### src/utf8d_pkg.sv
`default_nettype none
// ----------------------------------------------------------------------------
// utf8d_pkg
// Shared types and constants for the UTF-8 code point decoder.
// ----------------------------------------------------------------------------
package utf8d_pkg;

  localparam int unsigned ByteW  = 8;
  localparam int unsigned CpW    = 21;
  localparam int unsigned RepCntW = 2;

  localparam int unsigned JobDepth = 4;
  localparam int unsigned JobPtrW  = $clog2(JobDepth);
  localparam int unsigned JobCntW  = $clog2(JobDepth + 1);

  localparam logic [CpW-1:0] ReplacementCp = CpW'(24'h00FFFD);

  // lead and continuation byte classes
  localparam logic [ByteW-1:0] MaskCont  = 8'hC0;
  localparam logic [ByteW-1:0] PatCont   = 8'h80;
  localparam logic [ByteW-1:0] MaskLead2 = 8'hE0;
  localparam logic [ByteW-1:0] PatLead2  = 8'hC0;
  localparam logic [ByteW-1:0] MaskLead3 = 8'hF0;
  localparam logic [ByteW-1:0] PatLead3  = 8'hE0;
  localparam logic [ByteW-1:0] MaskLead4 = 8'hF8;
  localparam logic [ByteW-1:0] PatLead4  = 8'hF0;

  // One job per byte with output: replacements, then an optional tail result.
  typedef struct packed {
    logic [RepCntW-1:0] rep_cnt;
    logic               tail_vld;
    logic [CpW-1:0]     tail_cp;
    logic               tail_repl;
  } job_t;

endpackage
`default_nettype wire

### src/utf8d_front.sv
`default_nettype none
// ----------------------------------------------------------------------------
// utf8d_front
// Byte classifier: tracks the open sequence; a byte with output becomes a job.
// ----------------------------------------------------------------------------
module utf8d_front (
  input  logic                    clk_i,
  input  logic                    rst_ni,
  input  logic                    accept_i,
  input  logic [7:0]              byte_i,
  output logic                    job_vld_o,
  output utf8d_pkg::job_t         job_o
);
  import utf8d_pkg::*;

  logic [CpW-1:0] pv_q, pv_d;
  logic [1:0]     need_q, need_d;
  logic [1:0]     taken_q, taken_d;
  logic [CpW-1:0] pv_shift;
  logic           is_cont;
  logic           fresh;
  job_t           job;

  assign is_cont  = (byte_i & MaskCont) == PatCont;
  assign pv_shift = {pv_q[CpW-7:0], byte_i[5:0]};

  always_comb begin
    pv_d    = pv_q;
    need_d  = need_q;
    taken_d = taken_q;
    job     = '0;
    fresh   = 1'b0;
    if (need_q != 2'd0) begin
      if (is_cont) begin
        if (need_q == 2'd1) begin
          job.tail_vld = 1'b1;
          job.tail_cp  = pv_shift;
          pv_d         = '0;
          need_d       = 2'd0;
          taken_d      = 2'd0;
        end else begin
          pv_d    = pv_shift;
          need_d  = need_q - 2'd1;
          taken_d = taken_q + 2'd1;
        end
      end else begin
        // broken sequence: one for the lead, one per continuation taken
        job.rep_cnt = (taken_q > 2'd2) ? 2'd3 : taken_q + 2'd1;
        pv_d    = '0;
        need_d  = 2'd0;
        taken_d = 2'd0;
        fresh   = 1'b1;
      end
    end else begin
      fresh = 1'b1;
    end

    if (fresh) begin
      if (!byte_i[7]) begin
        job.tail_vld = 1'b1;
        job.tail_cp  = CpW'(byte_i);
      end else if ((byte_i & MaskLead2) == PatLead2) begin
        pv_d    = CpW'(byte_i[4:0]);
        need_d  = 2'd1;
        taken_d = 2'd0;
      end else if ((byte_i & MaskLead3) == PatLead3) begin
        pv_d    = CpW'(byte_i[3:0]);
        need_d  = 2'd2;
        taken_d = 2'd0;
      end else if ((byte_i & MaskLead4) == PatLead4) begin
        pv_d    = CpW'(byte_i[2:0]);
        need_d  = 2'd3;
        taken_d = 2'd0;
      end else begin
        job.tail_vld  = 1'b1;
        job.tail_cp   = ReplacementCp;
        job.tail_repl = 1'b1;
      end
    end
  end

  always_ff @(posedge clk_i or negedge rst_ni) begin
    if (!rst_ni) begin
      pv_q    <= '0;
      need_q  <= '0;
      taken_q <= '0;
    end else if (accept_i) begin
      pv_q    <= pv_d;
      need_q  <= need_d;
      taken_q <= taken_d;
    end
  end

  assign job_vld_o = accept_i && (job.tail_vld || (job.rep_cnt != '0));
  assign job_o     = job;

endmodule
`default_nettype wire

### src/utf8d_fifo.sv
`default_nettype none
// ----------------------------------------------------------------------------
// utf8d_fifo
// Short job queue between the byte classifier and the result sequencer.
// ----------------------------------------------------------------------------
module utf8d_fifo (
  input  logic            clk_i,
  input  logic            rst_ni,
  input  logic            push_i,
  input  utf8d_pkg::job_t job_i,
  output logic            full_o,
  input  logic            pop_i,
  output logic            empty_o,
  output utf8d_pkg::job_t job_o
);
  import utf8d_pkg::*;

  job_t               mem_q [JobDepth];
  logic [JobPtrW-1:0] wr_ptr_q, rd_ptr_q;
  logic [JobCntW-1:0] cnt_q, cnt_d;
  logic               do_push, do_pop;

  assign full_o  = cnt_q == JobCntW'(JobDepth);
  assign empty_o = cnt_q == '0;
  assign do_push = push_i && !full_o;
  assign do_pop  = pop_i && !empty_o;
  assign job_o   = mem_q[rd_ptr_q];

  always_comb begin
    cnt_d = cnt_q;
    if (do_push && !do_pop) begin
      cnt_d = cnt_q + JobCntW'(1);
    end else if (!do_push && do_pop) begin
      cnt_d = cnt_q - JobCntW'(1);
    end
  end

  always_ff @(posedge clk_i) begin
    if (do_push) begin
      mem_q[wr_ptr_q] <= job_i;
    end
  end

  always_ff @(posedge clk_i or negedge rst_ni) begin
    if (!rst_ni) begin
      wr_ptr_q <= '0;
      rd_ptr_q <= '0;
      cnt_q    <= '0;
    end else begin
      if (do_push) wr_ptr_q <= wr_ptr_q + JobPtrW'(1);
      if (do_pop)  rd_ptr_q <= rd_ptr_q + JobPtrW'(1);
      cnt_q <= cnt_d;
    end
  end

endmodule
`default_nettype wire

### src/utf8d_back.sv
`default_nettype none
// ----------------------------------------------------------------------------
// utf8d_back
// Result sequencer: expands the head job into result beats, one per cycle with pop.
// ----------------------------------------------------------------------------
module utf8d_back (
  input  logic                       clk_i,
  input  logic                       rst_ni,
  input  logic                       job_empty_i,
  input  utf8d_pkg::job_t            job_i,
  output logic                       job_pop_o,
  output logic                       empty_o,
  input  logic                       pop_i,
  output logic [utf8d_pkg::CpW-1:0]  code_point_o,
  output logic                       is_replacement_o,
  output logic                       last_of_run_o
);
  import utf8d_pkg::*;

  logic           out_vld_q;
  logic [CpW-1:0] cp_q;
  logic           repl_q, last_q;
  logic [1:0]     idx_q;
  logic           load;
  logic           in_reps;
  logic [CpW-1:0] nxt_cp;
  logic           nxt_repl, nxt_last;

  assign load    = !job_empty_i && (!out_vld_q || pop_i);
  assign in_reps = idx_q < job_i.rep_cnt;

  always_comb begin
    if (in_reps) begin
      nxt_cp   = ReplacementCp;
      nxt_repl = 1'b1;
      nxt_last = (idx_q == (job_i.rep_cnt - 2'd1)) && !job_i.tail_vld;
    end else begin
      nxt_cp   = job_i.tail_cp;
      nxt_repl = job_i.tail_repl;
      nxt_last = 1'b1;
    end
  end

  assign job_pop_o = load && nxt_last;

  always_ff @(posedge clk_i or negedge rst_ni) begin
    if (!rst_ni) begin
      out_vld_q <= 1'b0;
      idx_q     <= '0;
    end else begin
      if (load) begin
        out_vld_q <= 1'b1;
        idx_q     <= nxt_last ? 2'd0 : idx_q + 2'd1;
      end else if (pop_i) begin
        out_vld_q <= 1'b0;
      end
    end
  end

  always_ff @(posedge clk_i) begin
    if (load) begin
      cp_q   <= nxt_cp;
      repl_q <= nxt_repl;
      last_q <= nxt_last;
    end
  end

  assign empty_o          = !out_vld_q;
  assign code_point_o     = cp_q;
  assign is_replacement_o = repl_q;
  assign last_of_run_o    = last_q;

endmodule
`default_nettype wire

### src/utf8_codepoint_decoder.sv
`default_nettype none
// ----------------------------------------------------------------------------
// utf8_codepoint_decoder
// UTF-8 byte stream to code point decoder with queue-style ports.
// ----------------------------------------------------------------------------
// Push one text byte per cycle while full is low; code points come out in
// order while empty is low and are taken with pop. A plain byte or a closing
// continuation yields one beat, lead bytes and inner continuations none. A
// broken sequence yields one U+FFFD per byte already taken plus the fresh
// result, if any, of the offending byte, up to four beats, drained at one
// beat per cycle by the result sequencer while pop is held, so a sustained
// rate of one byte per cycle holds except for those error bursts, which the
// four-entry job queue absorbs. No overlong or surrogate checking is done.
module utf8_codepoint_decoder (
  input  logic                       clk_i,
  input  logic                       rst_ni,
  input  logic                       push,
  output logic                       full,
  input  logic [7:0]                 text_byte_i,
  output logic                       empty,
  input  logic                       pop,
  output logic [utf8d_pkg::CpW-1:0]  code_point_o,
  output logic                       is_replacement_o,
  output logic                       last_of_run_o
);
  import utf8d_pkg::*;

  logic accept;
  logic job_vld;
  job_t job_in, job_head;
  logic job_empty, job_pop;

  assign accept = push && !full;

  utf8d_front u_front (
    .clk_i     (clk_i),
    .rst_ni    (rst_ni),
    .accept_i  (accept),
    .byte_i    (text_byte_i),
    .job_vld_o (job_vld),
    .job_o     (job_in)
  );

  utf8d_fifo u_fifo (
    .clk_i   (clk_i),
    .rst_ni  (rst_ni),
    .push_i  (job_vld),
    .job_i   (job_in),
    .full_o  (full),
    .pop_i   (job_pop),
    .empty_o (job_empty),
    .job_o   (job_head)
  );

  utf8d_back u_back (
    .clk_i            (clk_i),
    .rst_ni           (rst_ni),
    .job_empty_i      (job_empty),
    .job_i            (job_head),
    .job_pop_o        (job_pop),
    .empty_o          (empty),
    .pop_i            (pop),
    .code_point_o     (code_point_o),
    .is_replacement_o (is_replacement_o),
    .last_of_run_o    (last_of_run_o)
  );

endmodule
`default_nettype wire

### config.mk
export PLATFORM = sky130hd
export DESIGN_NAME = utf8_codepoint_decoder
export DESIGN_NICKNAME = d
export VERILOG_FILES = /design/src/utf8d_pkg.sv /design/src/utf8d_front.sv /design/src/utf8d_fifo.sv /design/src/utf8d_back.sv /design/src/utf8_codepoint_decoder.sv
export SDC_FILE = /design/constraint.sdc
export NUM_CORES = 1
export LEC_CHECK = 0
export BUFFER_PORTS_ARGS = -buffer_cell sky130_fd_sc_hd__buf_2
export CAP_MARGIN = 20
export CORE_MARGIN = 4
export CORE_UTILIZATION = 40
export DETAILED_ROUTE_END_ITERATION = 16
export GPL_TIMING_DRIVEN = 0
export SYNTH_ARGS = -nofsm -noshare
export SYNTH_HDL_FRONTEND = slang
export SYNTH_SLANG_ARGS = --single-unit
export TNS_END_PERCENT = 50
### constraint.sdc
create_clock -name clk_i -period 5.9 [get_ports clk_i]
set_input_delay 0.59 -clock clk_i [delete_from_list [all_inputs] [get_ports clk_i]]
set_output_delay 0.59 -clock clk_i [all_outputs]
set_load 0.1 [all_outputs]
* After elaboration in Yosys (flattened, before gate mapping) *
Memory sizes are Yosys's and may differ from the RTL's.
Cells that the tools add are included.

word-level totals
  memories kept = 1
  register bits = 58
  RAM bits = 100
  output and inout port bits = 25
  word-level logic and storage cells = 96
  input bits = 12

memory list
  name          words  bits a word  read ports  clocked after Yosys merged registers in  wr ports  RTL line          text
  u_fifo.mem_q  4      25           1           0                                        1         utf8d_fifo.sv:18  job_t mem_q [JobDepth];

cells by class
  add/sub/neg operators = 8
  order comparisons = 2
  reduce and logical (&&, ||, !) cells = 22
  mux-type cells = 45
  equal/unequal tests = 7

operator list
  kind                                              count
  two-way mux 21 bit                                8
  two-way mux 23 bit                                4
  two-way mux 22 bit                                3
  two-way mux 2 bit                                 19
  two-way mux 24 bit                                1
  logical AND 1 bit                                 9
  adder 2 x 1 -> 2 bit, second input constant       4
  two-way mux 1 bit                                 8
  nonzero test 2 bit                                4
  == test 3 bit, second input constant              2
  logical NOT 1 bit                                 6
  two-way mux 3 bit                                 2
  == test 5 bit, second input constant              1
  == test 4 bit, second input constant              1
  subtractor 2 x 1 -> 2 bit, second input constant  2
  adder 3 x 1 -> 3 bit, second input constant       1
  logical NOT 3 bit                                 1
  subtractor 3 x 1 -> 3 bit, second input constant  1
  == test 2 x 1 -> 1 bit, second input constant     1
  == test 2 bit                                     1
  == test 2 bit, second input constant              1
  > comparator 2 bit, second input constant         1
  logical OR 1 bit                                  2
  less-than comparator 2 bit                        1

* Longest topological paths before layout *
Gate-level depths: netlist of run 1.

  depth in word-level cells = 16
  gate-level depth with buffers = 13
  gate-level depth less buffers = 12

* Modules after synthesis *
A second synthesis of run 1 with hierarchy kept.

unflattened totals
  cells, all modules = 374
  area, all modules = 6372.4 µm²

modules (own cells, without submodules)
  module                  area an instance (µm²)  sequential area each (µm²)  instances  cells each
  utf8d_fifo              4083.9                  3178.0                      1          167
  utf8d_front             1203.7                  475.5                       1          133
  utf8d_back              1071.0                  765.7                       1          73
  utf8_codepoint_decoder  13.8                    0.0                         1          1

* Worst setup path after synthesis of run 1 *
Ideal clock, no wire load.

  path kind = reg2reg
  start = reg u_fifo.cnt_q[0]
  end = reg u_fifo.cnt_q[1]
  cell stages (with the launch flop) = 8
  arrival = 4338 ps
  period minus slack after synthesis = 4462 ps
  data required time = 5775 ps
  setup time = 125 ps
  path buffers = 0
  slack = 1438 ps
  cells stage by stage = dfrtp_1 -> nor3b_1 -> nor2b_1 -> o21a_1 -> ha_1 -> inv_1 -> fa_1 -> mux2_2

between the ends
  elaborated cells between the ends (all ways) = 19
  those cells by class = add/sub: 2; eq/ne: 1; mux: 2; reduce/logical: 14

RTL lines
  element                 RTL line                                        text
  start, declared         utf8d_fifo.sv:20                                logic [JobCntW-1:0] cnt_q, cnt_d;
  start signal, assigned  utf8d_fifo.sv:52                                cnt_q <= cnt_d;
  == test 3 bit (*)       utf8d_fifo.sv:23                                assign full_o = cnt_q == JobCntW'(JobDepth);
  net full                utf8_codepoint_decoder.sv:18                    output logic full,
  logical NOT 1 bit (*)   utf8d_fifo.sv:25, utf8_codepoint_decoder.sv:33
  logical AND 1 bit       utf8_codepoint_decoder.sv:33                    assign accept = push && !full;
  logical AND 1 bit       utf8d_front.sv:94                               assign job_vld_o = accept_i && (job.tail_vld || (job.rep_cnt != '0));
  logical AND 1 bit (*)   utf8d_fifo.sv:25                                assign do_push = push_i && !full_o;
  net u_fifo.do_push      utf8d_fifo.sv:21                                logic do_push, do_pop;
  logical AND 1 bit (*)   utf8d_fifo.sv:31                                if (do_push && !do_pop) begin
  two-way mux 3 bit (*)   utf8d_fifo.sv:31
  net u_fifo.cnt_d[1]     utf8d_fifo.sv:20

The timed path passes the listed nets; every way through them passes the cells marked *. The select of a mux whose other input is x is not followed.
A chain may end at the register's enable or synchronous reset.

* Worst setup path after layout of run 1 *
  start = reg u_fifo.rd_ptr_q[0]
  end = reg u_fifo.cnt_q[2]

between the ends
  cells in the longest elaborated chain, start to end = 10
  elaborated cells between the ends (all ways) = 14
  those cells by class = add/sub: 1; order compare: 1; eq/ne: 1; mux: 2; reduce/logical: 8; memory: 1

ends and longest elaborated chain
  element                                                         RTL line          text
  start, declared                                                 utf8d_fifo.sv:19  logic [JobPtrW-1:0] wr_ptr_q, rd_ptr_q;
  start signal, assigned                                          utf8d_fifo.sv:51  if (do_pop) rd_ptr_q <= rd_ptr_q + JobPtrW'(1);
  memory read (4 x 25 bit) (*)                                    -
  subtractor 2 x 1 -> 2 bit                                       utf8d_back.sv:36  nxt_last = (idx_q == (job_i.rep_cnt - 2'd1)) && !job_i.tail_vld;
  == test 2 bit                                                   utf8d_back.sv:36
  logical AND 1 bit                                               utf8d_back.sv:36
  two-way mux 1 bit (*)                                           utf8d_back.sv:33  if (in_reps) begin
  net u_back.nxt_last                                             utf8d_back.sv:27  logic nxt_repl, nxt_last;
  logical AND 1 bit (*)                                           utf8d_back.sv:44  assign job_pop_o = load && nxt_last;
  logical AND 1 bit (*)                                           utf8d_fifo.sv:26  assign do_pop = pop_i && !empty_o;
  logical NOT 1 bit                                               utf8d_fifo.sv:31
  logical AND 1 bit                                               utf8d_fifo.sv:31
  two-way mux 3 bit / nonzero test 2 bit (equally long branches)  -

The timed path passes the listed nets; every way through them passes the cells marked *.

==> metrics.md, run 1 <==
| Metric | Value |
|---|---|
| Horizontal die dimension | 132.0 um |
| CTS Sinks | 152 |
| Pin count of the biggest net entering global routing | 30 |
| Number of synthesized register bits | 152 |
| Vias in the first global route | 3,229 |
| Share of the synthesized area in the top cell type | 60.09% |
| Synth cell types | 39 |
| Cells after Synth | 345 |
| Placer Congestion | 0.7472 |
| Async set-or-reset flop fraction in the synthesized netlist | 19.08% |
| Number of flops mapped to enable cells by yosys | 123 |
| GRT Max-Usage Layer | met2 |
| Routed WL per cell | 18.44 um |
| Synth warnings | 0 |
| # diodes | 0 |
| Area of all placed cells without fillers | 7256 um2 |
| Largest cells by area after synthesis | sky130_fd_sc_hd__edfxtp_1 (60%), sky130_fd_sc_hd__dfrtp_1 (12%), sky130_fd_sc_hd__mux4_2 (8.1%) |
| Total overflow reported by the global router | 0 |
| Worst path required time | 6.24 ns |
| Max-cap check violation count | 0 |
| Met3 Track Usage GR | 3.969% |
| Number of levels the H-tree was split into | 4 |
| Number of hold buffers added after CTS | 0 |
| Final net count | 426 |
| Worst slew pin tran | 0.7994 ns |
| Arrival time worst endpoint | 3.90 ns |
| Number of clock buffers inserted by TritonCTS | 17 |
| Headroom to the max-slew limit | 46.71% |
| Kind of start point of the critical path | register |
| Area of the multi-input gates | 1613 um2 |
| I/O Buffers | 35 |
| Total Wirelength | 11,100 um |
| Remaining number of nets flagged by the antenna check after routing | 0 |
| Primary FF master, synth | sky130_fd_sc_hd__edfxtp_1 |
| Post-Syn Area | 6147 um2 |
| Most frequent cell after synthesis | sky130_fd_sc_hd__edfxtp_1 |
| Cell Chain, Critical Path | buf_6 > mux4_2 > inv_1 > ha_1 > a21oi_1 > o31ai_4 > nand2_2 > ha_1 > inv_1 > fa_1 > xor2_1 > nor2_1 > xor2_1 |
| Maximum clock path buffer count | 2 |
| First-pass GRT wire length | 18,270 um |
| Fill cell count | 1,292 |
| Kind of critical path | register to register |
| Worst min-delay path category | input port to async pin |
| Estimated wirelength of the detail-placed design | 7349 um |
| Worst path bufs/invs | 3 |
| Global routing usage on met1 | 17.99% |
| Setup Buffers After CTS | 0 |
| Total cell area at the placement stage | 6615 um2 |
| Number of DRC violations after detailed-routing iteration 0 | 221 |
| Number of antenna violations at the first check in global routing | 0 |
| Maximum single-stage delay on the critical path | 0.59 ns |
| Cell types with the highest counts after synthesis | sky130_fd_sc_hd__edfxtp_1 (123), sky130_fd_sc_hd__dfrtp_1 (29), sky130_fd_sc_hd__mux4_2 (22), sky130_fd_sc_hd__a21o_1 (17), sky130_fd_sc_hd__or2_2 (16) |
| Final number of setup-violating endpoints | 0 |
| Clock transition at the registers of the reported paths | 0.06 ns |
| Area leader, netlist | sky130_fd_sc_hd__edfxtp_1 |
| Starting density of the core | 40.59% |
| F_max | 0.2809 GHz |
| Total count of max-transition violations in the final report | 0 |
| Time the final worst path needs with I/O delays and setup | 3.560 ns |
| Placeable core region | 15,150 um2 |
| RSZ-0062 raised after global routing | no |
| Die area | 17,410 um2 |
| Final setup TNS | 0 ns |
| GR Layer Usage met2 | 22.26% |
| Overall fraction of global-route tracks in use | 13.93% |
| Crit end category | register |
| Post-route clock period utilization | 60.33% |
| Max FO, Critical Path | 9 |
| CTS resizes | 0 |
| Fraction of layout instances using a drive strength above 1 | 27.05% |
| Residual DRC | 0 |
| Area growth from synthesis to layout | 18.03% |
| Avg Synthesized Cell Area | 17.82 um2 |
| Clock insertion delay at the later pin of the skew report | 0.42 ns |
| Count of standard-cell rows | 45 |
| IO Count | 37 |
| Share of the core filled with cells | 47.91% |
| Root Driver | sky130_fd_sc_hd__clkbuf_16 |
| TritonCTS clock tree | yes |
| Run status | finished clean |
| Post-synth net total | 369 |
| Number of search-and-repair iterations in the first detailed-routing pass | 4 |
| FF/Latch Area | 4419 um2 |
| Number of vias in the routed layout | 3,105 |
| Avg Vias per Cell | 5.158 |
| Height of the die | 132.0 um |
| Worst Clk Skew | 0.01057 ns |
| Final-report hold violation count | 0 |
| Critical path's slowest cell | sky130_fd_sc_hd__a21oi_1 |
| Sequential area share after synthesis | 71.89% |
| Cell family with most CP delay | adder cells |
[stage by stage]
step | instances | hold WS (ns) | setup WS [ns]
final | 602 | 0.2102 | 2.340
after floorplan | 345 | 0.2944 | 1.438
after global routing | 602 | 0.2537 | 2.052
after global placement | 568 | 0.4757 | 2.249
after CTS | 601 | 0.2286 | 2.219
after detailed placement | 570 | 0.4814 | 2.289
[layout make-up]
type | instances | share of cell area, %
buffer | 14 | 0.8967
timing repair buffer | 38 | 3.552
sequential | 152 | 60.91
clock buffer | 18 | 5.915
tap | 188 | 3.242
clock inverter | 13 | 2.535
inverter | 14 | 0.7243
multi-input combinational | 165 | 22.23
[state kept, by name, indices dropped and copies added, names as in the netlist]
register,flops
u_fifo.mem_q,100
u_back.code_point_o,21
u_front.pv_q,15
u_fifo.cnt_q,3
u_back.idx_q,2
u_fifo.rd_ptr_q,2
u_fifo.wr_ptr_q,2
u_front.need_q,2
u_front.taken_q,2
u_back.is_replacement_o,1
u_back.last_of_run_o,1
u_back.out_vld_q,1
[cell usage in the layout (no fill, tap or decap), drive strengths merged, types with 2 or more instances in the layout]
| master | instances |
|---|---|
| a22o | 15 |
| o31ai | 2 |
| buf | 43 |
| a32o | 2 |
| ha | 11 |
| dfrtp | 29 |
| xor2 | 2 |
| xnor2 | 4 |
| nand2b | 4 |
| mux2 | 2 |
| nor3 | 2 |
| nor2 | 7 |
| edfxtp | 123 |
| clkinv | 7 |
| or3 | 2 |
| nor4 | 2 |
| nand2 | 9 |
| mux4 | 25 |
| a21o | 17 |
| nor3b | 2 |
| and2 | 12 |
| or2 | 16 |
| bufinv | 5 |
| clkbuf | 27 |
| a21oi | 5 |
| nor2b | 7 |
| inv | 14 |
| o21ai | 9 |
[metal layers]
metal / part of all wire (%) / routed length (um)
met3: 3.8 / 424
met2: 51 / 5646
met4: 1.8 / 199
met1: 44 / 4829
met5: 0 / 0
[worst paths after layout]
kind,endpoint,slack (ns),start,depth (start not counted)
hold reg to reg,u_fifo.cnt_q[2]$_DFFE_PN0P_,0.50,u_fifo.cnt_q[2]$_DFFE_PN0P_,1
setup / recovery,u_fifo.cnt_q[2]$_DFFE_PN0P_,2.34,u_fifo.rd_ptr_q[0]$_DFFE_PN0P_,13
max in group asynchronous,u_front.pv_q[13]$_DFFE_PN0P_,5.24,rst_ni,1
setup reg to reg,u_fifo.cnt_q[2]$_DFFE_PN0P_,2.34,u_fifo.rd_ptr_q[0]$_DFFE_PN0P_,13
min in group clk_i,u_back.out_vld_q$_DFFE_PN0P_,0.37,pop,2
hold / removal,u_fifo.cnt_q[0]$_DFFE_PN0P_,0.21,rst_ni,1
[cell families after synthesis]
family,synth area share (%)
simple gates,6.066
compound gates,6.615
fa+ha+maj,2.565
buf+inv,1.913
xor+xnor,1.242
mux,9.709
flops,71.89
[worst reg2reg max path, cell delays in order (launching register included)]
cell                      delay (ns)
sky130_fd_sc_hd__dfrtp_1        0.34
sky130_fd_sc_hd__buf_6          0.17
sky130_fd_sc_hd__mux4_2         0.55
sky130_fd_sc_hd__inv_1          0.09
sky130_fd_sc_hd__ha_1           0.23
sky130_fd_sc_hd__a21oi_1        0.59
sky130_fd_sc_hd__o31ai_4        0.23
sky130_fd_sc_hd__nand2_2        0.16
sky130_fd_sc_hd__ha_1           0.19
sky130_fd_sc_hd__inv_1          0.07
sky130_fd_sc_hd__fa_1           0.43
sky130_fd_sc_hd__xor2_1         0.17
sky130_fd_sc_hd__nor2_1         0.11
sky130_fd_sc_hd__xor2_1         0.15
Power of run 1 is left out: the tool's default activity adds up to more than one toggle a clock period on the data nets, which glitch-free logic cannot reach.
==> run 2: changes to the inputs <==
==> constraint.sdc (replaced) <==
create_clock -name clk_i -period 2.95 [get_ports clk_i]
set_input_delay 0.295 -clock clk_i [delete_from_list [all_inputs] [get_ports clk_i]]
set_output_delay 0.295 -clock clk_i [all_outputs]
set_load 0.1 [all_outputs]
==> metrics.md, run 2 (same netlist as run 1, synthesis figures left out) <==
| Metric | Value |
|---|---|
| Run status | finished clean |
| Worst path bufs/invs | 2 |
| Total count of max-transition violations in the final report | 0 |
| Critical path depth | 9 |
| Time the final worst path needs with I/O delays and setup | 2.805 ns |
| Worst r2r dst | u_fifo.cnt_q[1]$_DFFE_PN0P_ |
| Most frequent cells in the layout | sky130_fd_sc_hd__edfxtp_1 (123), sky130_fd_sc_hd__buf_2 (39), sky130_fd_sc_hd__dfrtp_1 (29), sky130_fd_sc_hd__mux4_2 (22) |
| Kind of critical path | register to register |
| Cell Chain, Critical Path | buf_6 > mux4_2 > ha_1 > o31ai_4 > nand2_2 > ha_4 > inv_1 > fa_2 > mux2_2 |
| # diodes | 0 |
| Overall fraction of global-route tracks in use | 13.52% |
| First-pass GRT wire length | 17,710 um |
| Number of antenna violations at the first check in global routing | 0 |
| Flip-flop count of the largest register after layout | 100 |
| Count of standard-cell rows | 45 |
| Worst min-delay path category | input port to register |
| Worst setup slack for register-to-register paths | 0.14 ns |
| Beginning of the worst register-to-register path | u_fifo.rd_ptr_q[0]$_DFFE_PN0P_ |
| Share of the core filled with cells | 49.24% |
| Number of vias in the routed layout | 3,186 |
| Placeable core region | 15,150 um2 |
| Pin count of the biggest net entering global routing | 30 |
| Placer Congestion | 0.7606 |
| Source of the critical timing path | u_fifo.rd_ptr_q[0]$_DFFE_PN0P_ |
| CTS Sinks | 152 |
| Hold path startpoint | pop |
| Final number of setup-violating endpoints | 0 |
| Number of clock buffers inserted by TritonCTS | 17 |
| Max FO, Critical Path | 4 |
| Vias in the first global route | 3,261 |
| Worst path required time | 3.25 ns |
| Die area | 17,410 um2 |
| Residual DRC | 0 |
| Area of all placed cells without fillers | 7457 um2 |
| F_max | 0.3565 GHz |
| IO Count | 37 |
| Horizontal die dimension | 132.0 um |
| Number of search-and-repair iterations in the first detailed-routing pass | 4 |
| Arrival time worst endpoint | 3.11 ns |
| Total cell area at the placement stage | 6683 um2 |
| Fraction of layout instances using a drive strength above 1 | 31.99% |
| TritonCTS clock tree | yes |
| Clock insertion delay at the later pin of the skew report | 0.42 ns |
| I/O Buffers | 35 |
| Post-route clock period utilization | 95.09% |
| FF/Latch Area | 4419 um2 |
| Leading cell type in the layout, fill and taps excluded | sky130_fd_sc_hd__edfxtp_1 |
| Worst slew pin tran | 0.8148 ns |
| Final-report hold violation count | 0 |
| Worst Setup EP | u_fifo.cnt_q[1]$_DFFE_PN0P_ |
| Starting density of the core | 40.59% |
| Headroom to the max-slew limit | 45.57% |
| Slack of the critical path | 0.1447 ns |
| Cell family with most CP delay | adder cells |
| Total overflow reported by the global router | 0 |
| Number of DRC violations after detailed-routing iteration 0 | 263 |
| Height of the die | 132.0 um |
| Root Driver | sky130_fd_sc_hd__clkbuf_16 |
| Max-cap check violation count | 0 |
| Final net count | 433 |
| Maximum single-stage delay on the critical path | 0.52 ns |
| Total Wirelength | 10,980 um |
| Number of cells on the worst reg-to-reg path | 9 |
| Remaining number of nets flagged by the antenna check after routing | 0 |
| Clock transition at the registers of the reported paths | 0.06 ns |
| Crit end category | register |
| Kind of start point of the critical path | register |
| Routed WL per cell | 17.99 um |
| Avg Vias per Cell | 5.223 |
| DP Worst Slack | -0.4012 ns |
| Area growth from synthesis to layout | 21.31% |
| Maximum clock path buffer count | 2 |
| Cell depth of the worst hold path | 2 |
| Fill cell count | 1,238 |
| Number of levels the H-tree was split into | 4 |
| Register with the most flip-flops | u_fifo.mem_q |
| Estimated wirelength of the detail-placed design | 7435 um |
| Critical path's slowest cell | sky130_fd_sc_hd__mux4_2 |
| Area of the multi-input gates | 1669 um2 |
| Worst Clk Skew | 0.006294 ns |
-- run 2: metrics by stage --
step | hold WS (ns) | TNS, ns | instances
after floorplan | -0.0005911 | 0 | 345
after CTS | 0.05282 | -0.05733 | 608
after global placement | 0.3785 | -25.22 | 568
after detailed placement | 0.3749 | -1.329 | 572
final | 0.07896 | 0 | 610
after global routing | 0.09678 | -0.003261 | 610
-- run 2: cell type report --
| cell class | instances | share of cell area [%] |
|---|---|---|
| Clock buffer | 19 | 5.805 |
| Inverter | 14 | 0.7047 |
| Tap cell | 188 | 3.154 |
| Timing Repair Buffer | 46 | 4.832 |
| Clock inverter | 13 | 3.037 |
| Buffer | 13 | 0.8221 |
| Multi-Input combinational cell | 165 | 22.38 |
| Sequential cell | 152 | 59.26 |
-- run 2: how the worst min path moves through the flow --
| stage | end | slack (ns) |
|---|---|---|
| 6_report | u_back.out_vld_q$_DFFE_PN0P_ | 0.08 |
| 5_1_grt | u_back.out_vld_q$_DFFE_PN0P_ | 0.1 |
| 4_1_cts | u_back.out_vld_q$_DFFE_PN0P_ | 0.05 |
| 3_5_place_dp | u_back.out_vld_q$_DFFE_PN0P_ | 0.37 |
| 3_3_place_gp | u_back.out_vld_q$_DFFE_PN0P_ | 0.38 |
| 2_1_floorplan | u_back.idx_q[0]$_DFFE_PN0P_ | -0.0006 |
-- run 2: metal layers --
metal	up-vias	share of wire [%]	wire length (um)	track usage (%)
met2	109	49	5425	21.04
met1	1596	42	4631	17.52
met5	-	0	0	0
li1	1462	-	-	-
met3	19	6.3	686	3.779
met4	0	2.1	231	6.768
-- run 2: what timing repair did --
item / CTS / global route
pin swaps: 2 / 5
hold buffers: 1 / 0
resized for setup: 6 / 5
setup endpoints to repair: 50 / 16
endpoints found under the hold margin: 29 / 0
setup buffers: 3 / 2
Power of run 2 is left out for the same reason.
==> run 3: changes to the inputs <==
==> constraint.sdc (replaced) <==
create_clock -name clk_i -period 2.95 [get_ports clk_i]
set_input_delay 0.7375 -clock clk_i [delete_from_list [all_inputs] [get_ports clk_i]]
set_output_delay 0.7375 -clock clk_i [all_outputs]
set_load 0.1 [all_outputs]
==> metrics.md, run 3 (same netlist as run 1, synthesis figures left out) <==
| Metric | Value |
|---|---|
| Final number of setup-violating endpoints | 0 |
| Total overflow reported by the global router | 0 |
| Maximum clock path buffer count | 2 |
| Slack of the critical path | 0.1447 ns |
| Kind of start point of the critical path | register |
| Die area | 17,410 um2 |
| Crit end category | register |
| Worst slew pin tran | 0.8202 ns |
| Avg Vias per Cell | 5.158 |
| First-pass GRT wire length | 17,690 um |
| Height of the die | 132.0 um |
| CTS Sinks | 152 |
| Clock insertion delay at the later pin of the skew report | 0.42 ns |
| Fraction of layout instances using a drive strength above 1 | 32.07% |
| Kind of critical path | register to register |
| Global routing usage on met1 | 17.50% |
| Count of standard-cell rows | 45 |
| F_max | 0.3565 GHz |
| Worst Clk Skew | 0.008776 ns |
| DP Worst Slack | -0.4012 ns |
| Horizontal die dimension | 132.0 um |
| Arrival time worst endpoint | 3.11 ns |
| IO Count | 37 |
| Residual DRC | 0 |
| GR Layer Usage met2 | 21.04% |
| Total count of max-transition violations in the final report | 0 |
| Number of vias in the routed layout | 3,141 |
| Overall fraction of global-route tracks in use | 13.51% |
| Leading cell type in the layout, fill and taps excluded | sky130_fd_sc_hd__edfxtp_1 |
| I/O Buffers | 35 |
| Critical path's slowest cell | sky130_fd_sc_hd__mux4_2 |
| Number of levels the H-tree was split into | 4 |
| Vias in the first global route | 3,256 |
| Placed cell count | 572 |
| TritonCTS clock tree | yes |
| Register with the most flip-flops | u_fifo.mem_q |
| Clock transition at the registers of the reported paths | 0.06 ns |
| Worst min-delay path category | input port to async pin |
| Placeable core region | 15,150 um2 |
| Total Wirelength | 10,980 um |
| Number of search-and-repair iterations in the first detailed-routing pass | 4 |
| Flip-flop count of the largest register after layout | 100 |
| Worst path required time | 3.25 ns |
| Number of hold buffers added after CTS | 0 |
| Final Non-Filler Cells | 609 |
| Max-cap check violation count | 0 |
| Final net count | 432 |
| Run status | finished clean |
| Worst hold-check slack | 0.3539 ns |
| Area growth from synthesis to layout | 21.15% |
| Maximum single-stage delay on the critical path | 0.52 ns |
| Number of clock buffers inserted by TritonCTS | 17 |
| Root Driver | sky130_fd_sc_hd__clkbuf_16 |
| Number of antenna violations at the first check in global routing | 0 |
| Starting density of the core | 40.59% |
| Met3 Track Usage GR | 3.779% |
| Placer Congestion | 0.7606 |
| Time the final worst path needs with I/O delays and setup | 2.805 ns |
| Post-route clock period utilization | 95.09% |
| Final setup TNS | 0 ns |
| Max FO, Critical Path | 4 |
| Routed WL per cell | 18.03 um |
| Estimated wirelength of the detail-placed design | 7435 um |
| Final-report hold violation count | 0 |
| # diodes | 0 |
| Remaining number of nets flagged by the antenna check after routing | 0 |
| Pin count of the biggest net entering global routing | 30 |
| GRT Max-Usage Layer | met2 |
| Most frequent cells in the layout | sky130_fd_sc_hd__edfxtp_1 (123), sky130_fd_sc_hd__buf_2 (39), sky130_fd_sc_hd__dfrtp_1 (29), sky130_fd_sc_hd__mux4_2 (22) |
| Cell Chain, Critical Path | buf_6 > mux4_2 > ha_1 > o31ai_4 > nand2_2 > ha_4 > inv_1 > fa_2 > mux2_2 |
| Headroom to the max-slew limit | 45.20% |
| Number of DRC violations after detailed-routing iteration 0 | 287 |
==> run 3: cell types whose count changed in the layout (fill, tap and decap cells not counted), sizes merged <==
cell         delta
dlygate4sd3     -1
==> run 3: per-stage QoR <==
step                area, um2  utilization [%]
finish                   7447            49.17
global route             7447            49.17
CTS                      7380            48.72
detailed placement       6683            44.12
global placement         6573            43.40
floorplan                6162                -
==> run 3: metal layers <==
| metal | up-vias | wire length, um |
|---|---|---|
| met5 | - | 0 |
| met4 | 0 | 237 |
| met3 | 18 | 629 |
| met2 | 79 | 5401 |
| met1 | 1584 | 4715 |
| li1 | 1460 | - |
==> run 3: layout make-up <==
type                       instances  area, um2
sequential                       152       4419
clock inverter                    13      226.5
buffer                            13      61.31
inverter                          14      52.55
multi-input combinational        165       1669
tap                              188      235.2
fill                            1237       7699
clock buffer                      19      432.9
timing repair buffer              45      350.3
==> run 3: path summary, 6_finish.rpt <==
path	startpoint	to	slack, ns	depth (start not counted)
worst max-delay path	u_fifo.rd_ptr_q[0]$_DFFE_PN0P_	u_fifo.cnt_q[1]$_DFFE_PN0P_	0.14	9
worst min-delay path	rst_ni	u_back.out_vld_q$_DFFE_PN0P_	0.35	1
worst max register to register	u_fifo.rd_ptr_q[0]$_DFFE_PN0P_	u_fifo.cnt_q[1]$_DFFE_PN0P_	0.14	9
worst min register to register	u_front.need_q[1]$_DFFE_PN0P_	u_front.need_q[1]$_DFFE_PN0P_	0.49	2
max in group asynchronous	rst_ni	u_front.pv_q[11]$_DFFE_PN0P_	2.15	1
min in group clk_i	u_front.need_q[1]$_DFFE_PN0P_	u_front.need_q[1]$_DFFE_PN0P_	0.49	2
==> run 3: critical path: cells and delay by family, from the launching register on <==
| family | cells | cell delay, ns |
|---|---|---|
| AND/OR/NAND/NOR | 1 | 0.13 |
| multiplexers | 2 | 0.79 |
| AO/OA/AOI/OAI | 1 | 0.27 |
| adder cells (fa/ha/maj) | 3 | 0.94 |
| buffers and inverters | 2 | 0.20 |
| flip-flops | 1 | 0.34 |
==> run 3: repair_timing <==
action	4_1_cts	5_1_grt
endpoints found under the setup margin	50	16
resized for setup	6	5
buffers inserted	3	2
pin swaps	2	5
Power of run 3 is left out for the same reason.
